## config.mk

```make
export PLATFORM = sky130hd
export DESIGN_NAME = tss_ctrl
export DESIGN_NICKNAME = d
export VERILOG_FILES = /design/src/rtl/tss_pkg.sv /design/src/rtl/tss_ctrl.sv
export SDC_FILE = /design/constraint.sdc
export NUM_CORES = 1
export LEC_CHECK = 0
export BUFFER_PORTS_ARGS = -buffer_cell sky130_fd_sc_hd__buf_2
export CORE_AREA = 4 4 41 43
export CTS_CLUSTER_SIZE = 16
export DETAILED_ROUTE_END_ITERATION = 12
export DIE_AREA = 0 0 45 47
export HOLD_SLACK_MARGIN = 0.12
export PLACE_DENSITY = 0.66
export SYNTH_ARGS = -nofsm -noshare
export SYNTH_HDL_FRONTEND = slang
export SYNTH_SLANG_ARGS = --single-unit
```

## constraint.sdc

```tcl
create_clock -name clock -period 1.9 [get_ports clock]
set_input_delay 0.38 -clock clock [delete_from_list [all_inputs] [get_ports clock]]
set_output_delay 0.38 -clock clock [all_outputs]
set_load 0.005 [all_outputs]
```

## src/rtl/tss_pkg.sv

```systemverilog
// Shared types and constants for the trimmed sample statistics block.
// No dependencies.
package tss_pkg;
   localparam int SAMPLE_W = 24;
   localparam int REG_W    = 11;
   localparam int MED_W    = 25;
   localparam int VAR_W    = 48;
   localparam int STAT_W   = 2;
   localparam logic [STAT_W-1:0] STAT_OK    = 2'd0;
   localparam logic [STAT_W-1:0] STAT_EMPTY = 2'd1;
   localparam logic [STAT_W-1:0] STAT_OVF   = 2'd2;
   localparam logic [SAMPLE_W-1:0] FULL_SCALE = '1;

   // configuration register indexes
   localparam logic CSR_WARM_UP = 1'b0;
   localparam logic CSR_DISCARD = 1'b1;

   // datapath operations issued by the controller
   localparam logic [3:0] OP_NONE    = 4'd0;
   localparam logic [3:0] OP_LOAD    = 4'd1;
   localparam logic [3:0] OP_ZERO    = 4'd2;
   localparam logic [3:0] OP_SORT    = 4'd3;
   localparam logic [3:0] OP_SCAN    = 4'd4;
   localparam logic [3:0] OP_DIV1    = 4'd5;
   localparam logic [3:0] OP_SQ      = 4'd6;
   localparam logic [3:0] OP_DIV2    = 4'd7;
   localparam logic [3:0] OP_MED     = 4'd8;
   localparam logic [3:0] OP_FINISH  = 4'd9;

   typedef struct packed {
      logic [3:0] op;
      logic       first;  // first cycle of an operation
   } cmd_type;

   typedef struct packed {
      logic done;       // current operation finished
   } stat_type;
endpackage

```

## src/rtl/tss_ctrl.sv

```systemverilog
// Controller sequencing load, zero, sort, scan, divide, square, divide, median and finish steps.
// Depends on tss_pkg.
module tss_ctrl (
   input  logic              clock,
   input  logic              reset,
   input  logic              start,
   input  logic              last,
   input  tss_pkg::stat_type stat,
   output tss_pkg::cmd_type  cmd,
   output logic              busy,
   output logic              strobe
);
   import tss_pkg::*;
   localparam logic [3:0] S_IDLE = 4'd0, S_ZERO = 4'd1, S_SORT = 4'd2, S_SCAN = 4'd3,
                          S_DIV1 = 4'd4, S_SQ = 4'd5, S_DIV2 = 4'd6, S_MED = 4'd7,
                          S_FIN = 4'd8, S_OUT = 4'd9;
   logic [3:0] state_ff, state_in;
   logic       first_ff, first_in;
   logic       empty_skip;

   // scan flags an empty range in its first cycle; then skip to median
   assign empty_skip = stat.done && first_ff && state_ff == S_SCAN;

   always_comb begin
      state_in = state_ff; first_in = 1'b0;
      cmd.op = OP_NONE; cmd.first = first_ff;
      case (state_ff)
         S_IDLE: begin
            if (start) begin
               cmd.op = OP_LOAD;
               if (last) begin
                  state_in = S_ZERO; first_in = 1'b1;
               end
            end
         end
         S_ZERO: cmd.op = OP_ZERO;
         S_SORT: cmd.op = OP_SORT;
         S_SCAN: cmd.op = OP_SCAN;
         S_DIV1: cmd.op = OP_DIV1;
         S_SQ:   cmd.op = OP_SQ;
         S_DIV2: cmd.op = OP_DIV2;
         S_MED:  cmd.op = OP_MED;
         S_FIN:  cmd.op = OP_FINISH;
         S_OUT:  state_in = S_IDLE;
         default: state_in = S_IDLE;
      endcase
      if (state_ff == S_FIN) state_in = S_OUT;
      else if (state_ff != S_IDLE && state_ff != S_OUT && stat.done) begin
         first_in = 1'b1;
         state_in = empty_skip ? S_MED : state_ff + 1'b1;
      end
   end

   always_ff @(posedge clock) begin
      if (reset) begin
         state_ff <= S_IDLE; first_ff <= 1'b0;
      end else begin
         state_ff <= state_in; first_ff <= first_in;
      end
   end

   assign busy   = state_ff != S_IDLE;
   assign strobe = state_ff == S_OUT;
endmodule

```

==> out/metrics.cfg <==
[power]
power.leakage_nw = 0.2480
cellPowerDensity_nw_per_um2 = 852.7
max-vdd-ir-drop_uv = 318.2

[global_routing]
grt_max_degree = 17
grt_overflow = 0
grt_antenna_before_repair = 0
first_global_vias = 515
global_route.usage.total_pct = 14.98
grt_first_pass_wirelength_um = 2235

[min_path]
min_from = reset
hold_class = in2reg

[placed_design]
gp_congestion = 0.7963
place.detailed.instances = 86
post-dp-hpwl_um = 946.1
placement.io_buffers = 11

[worst_setup_path]
timing.critical_path.slowest_stage_cell = or3b_4
worstSetupStartpoint = state_ff[0]
critical_path.max_stage_delay_ns = 0.40
rr_startpoint = state_ff[0]
critical_path.top_delay_family = simple AND/OR/NAND/NOR gates
path_max_fanout = 8
worst-endpoint-required_ns = 1.52
worstSetupEndpointType = output pin
path_buf_inv = 2
timing.setup.critical_path_class = reg2out
crit_arrival_ns = 1.43
worstPathCellList = inv_2 > ha_4 > or3b_4 > buf_2
timing.critical_path.from_type = flip-flop

[drt]
detail_route.wirelength_um = 1255
routedWlPerCell_um = 13.94
drt-pass1-iter-count = 4
drc_violation_total_after_the_first_tritonroute_iteration = 44
vias_per_cell = 5.889
vias = 530
antenna_left = 0
route.detailed.drc = 0

[yosys]
yosysSeqAreaShare_pct = 19.56
synth_warnings = 0
synth-seq-cells = 5
library_cells_used_by_synthesis = 34
synthesis.nets = 72
netlist_top_cells_area = dfxtp_1, ha_1, buf_6
synth_top_flop_cell = dfxtp_1
ys_async_sr_fraction_pct = 0
synth_enable_flop_cells = 0
synth.avg_cell_area_um2 = 8.254
netlist.area_leader.share_pct = 19.56
synthDominantAreaCellType = dfxtp_1
netlist_area_um2 = 511.7
syn_inst = 62

[layout]
layoutNonFillerInstCount = 90
layout.cells.most_common_list = buf_2, dfxtp_1, nand2_1, nor2_1
leading_cell_type_in_the_layout_fill_and_taps_excluded = buf_2
drive_gt1_share_pct = 34.67
finish.net_count = 86
diodes = 0
synthToLayoutAreaGrowth_pct = 18.58

[timing]
period_needed_ns = 1.815
timing_hold_violations_final = 0
maxSlewViolCount = 0
final_min_period_over_clock_period_pct = 95.50
layout_skew_ns = 0.002845
maxClockFrequency_mhz = 551.1
worst_pin_slew_ns = 0.4789
timing.final.setup_violations = 0
slew_headroom_pct = 68.03
rsz0062_at_grt = false
setup_tns_ns = 0

[run]
maxCapViolCount = 0

[clocking]
ctsHtreeMaxLevel = 1
cts_hold_repair.buffers = 0
clock-sinks = 5
tritoncts.num_buffers = 3
max-clock-path-buffers = 2
tritoncts_clock_tree = built
cts.reportedPaths.clkPinSlew_ns = 0.04
root_buffer = clkbuf_4
clock_latency_ns = 0.24

[floorplanning]
fp.dieH_um = 47
floorplan.initialDensity_pct = 39.33
rows = 13
pin_count = 12
die_area_um2 = 2115
core_region_area_um2 = 1301
die_w_um = 45

[outcome]
run_status = complete, no violations

cells in the mapped netlist, drive strengths merged (3+ instances only):
cell type  n
nand2      4
a21oi      4
ha         5
buf        3
inv        5
o31ai      3
nor2       4
o21ai      3
dfxtp      5
logic make-up after synthesis:
group | Yosys count | share of synthesized area (%)
AO/OA/AOI/OAI | 22 | 31.79
AND/OR/NAND/NOR | 20 | 23.23
buffers and inverters | 8 | 9.536
adder cells (fa/ha/maj) | 5 | 12.22
flip-flops | 5 | 19.56
XOR/XNOR | 1 | 1.712
multiplexers | 1 | 1.956
where the power goes:
part / internal (mW) / switching, mW / leakage, nW
sequential: 0.117 / 0.0151 / 0.0407
combinational: 0.124 / 0.139 / 0.192
clock: 0.0794 / 0.0429 / 0.0150
total: 0.320 / 0.197 / 0.248
timing repair:
action                     CTS  global route
gates resized for setup      2             4
pin swaps                    0             0
setup buffers                0             0
hold endpoints to repair     0             0
setup endpoints to repair    2             3
layer usage:
layer,track usage [%],routed length [um],vias up
li1,-,-,256
met1,18.33,529,237
met2,22.32,578,33
met3,3.448,117,4
met4,12.28,30,0
met5,0,0,-
per-stage QoR:
step                      area [um2]  util, %  setup slack (ns)  hold slack [ns]  total power [mW]
final                          606.8    46.63           0.08548           0.3017            0.5175
after global routing           606.8    46.63          0.002952           0.3045            0.5676
after global placement         563.0    43.27            0.1903           0.5318            0.3688
after floorplan                511.7        -            0.2850           0.4518            0.3094
after detailed placement       563.0    43.27            0.1645           0.5495            0.3719
after CTS                      601.8    46.25           0.01065           0.2943            0.5166
final timing paths:
check	endpoint	slack, ns	depth (start not counted)
worst max-delay path	busy	0.09	4
worst min-delay path	state_ff[3]	0.30	2
worst max register to register	state_ff[0]	0.27	6
worst min register to register	state_ff[1]	0.57	2
flip-flops by register name, indices dropped and copies added (netlist names):
name / flops
state_ff: 4
first_ff: 1
final cells by class:
cell class | instances | area, um2
clock buffer | 4 | 26.28
fill | 137 | 694.4
inverter | 5 | 18.77
multi-input combinational | 49 | 380.4
sequential | 5 | 100.1
tap | 15 | 18.77
timing repair buffer | 12 | 62.56
Power figures use the tool's default switching activity.
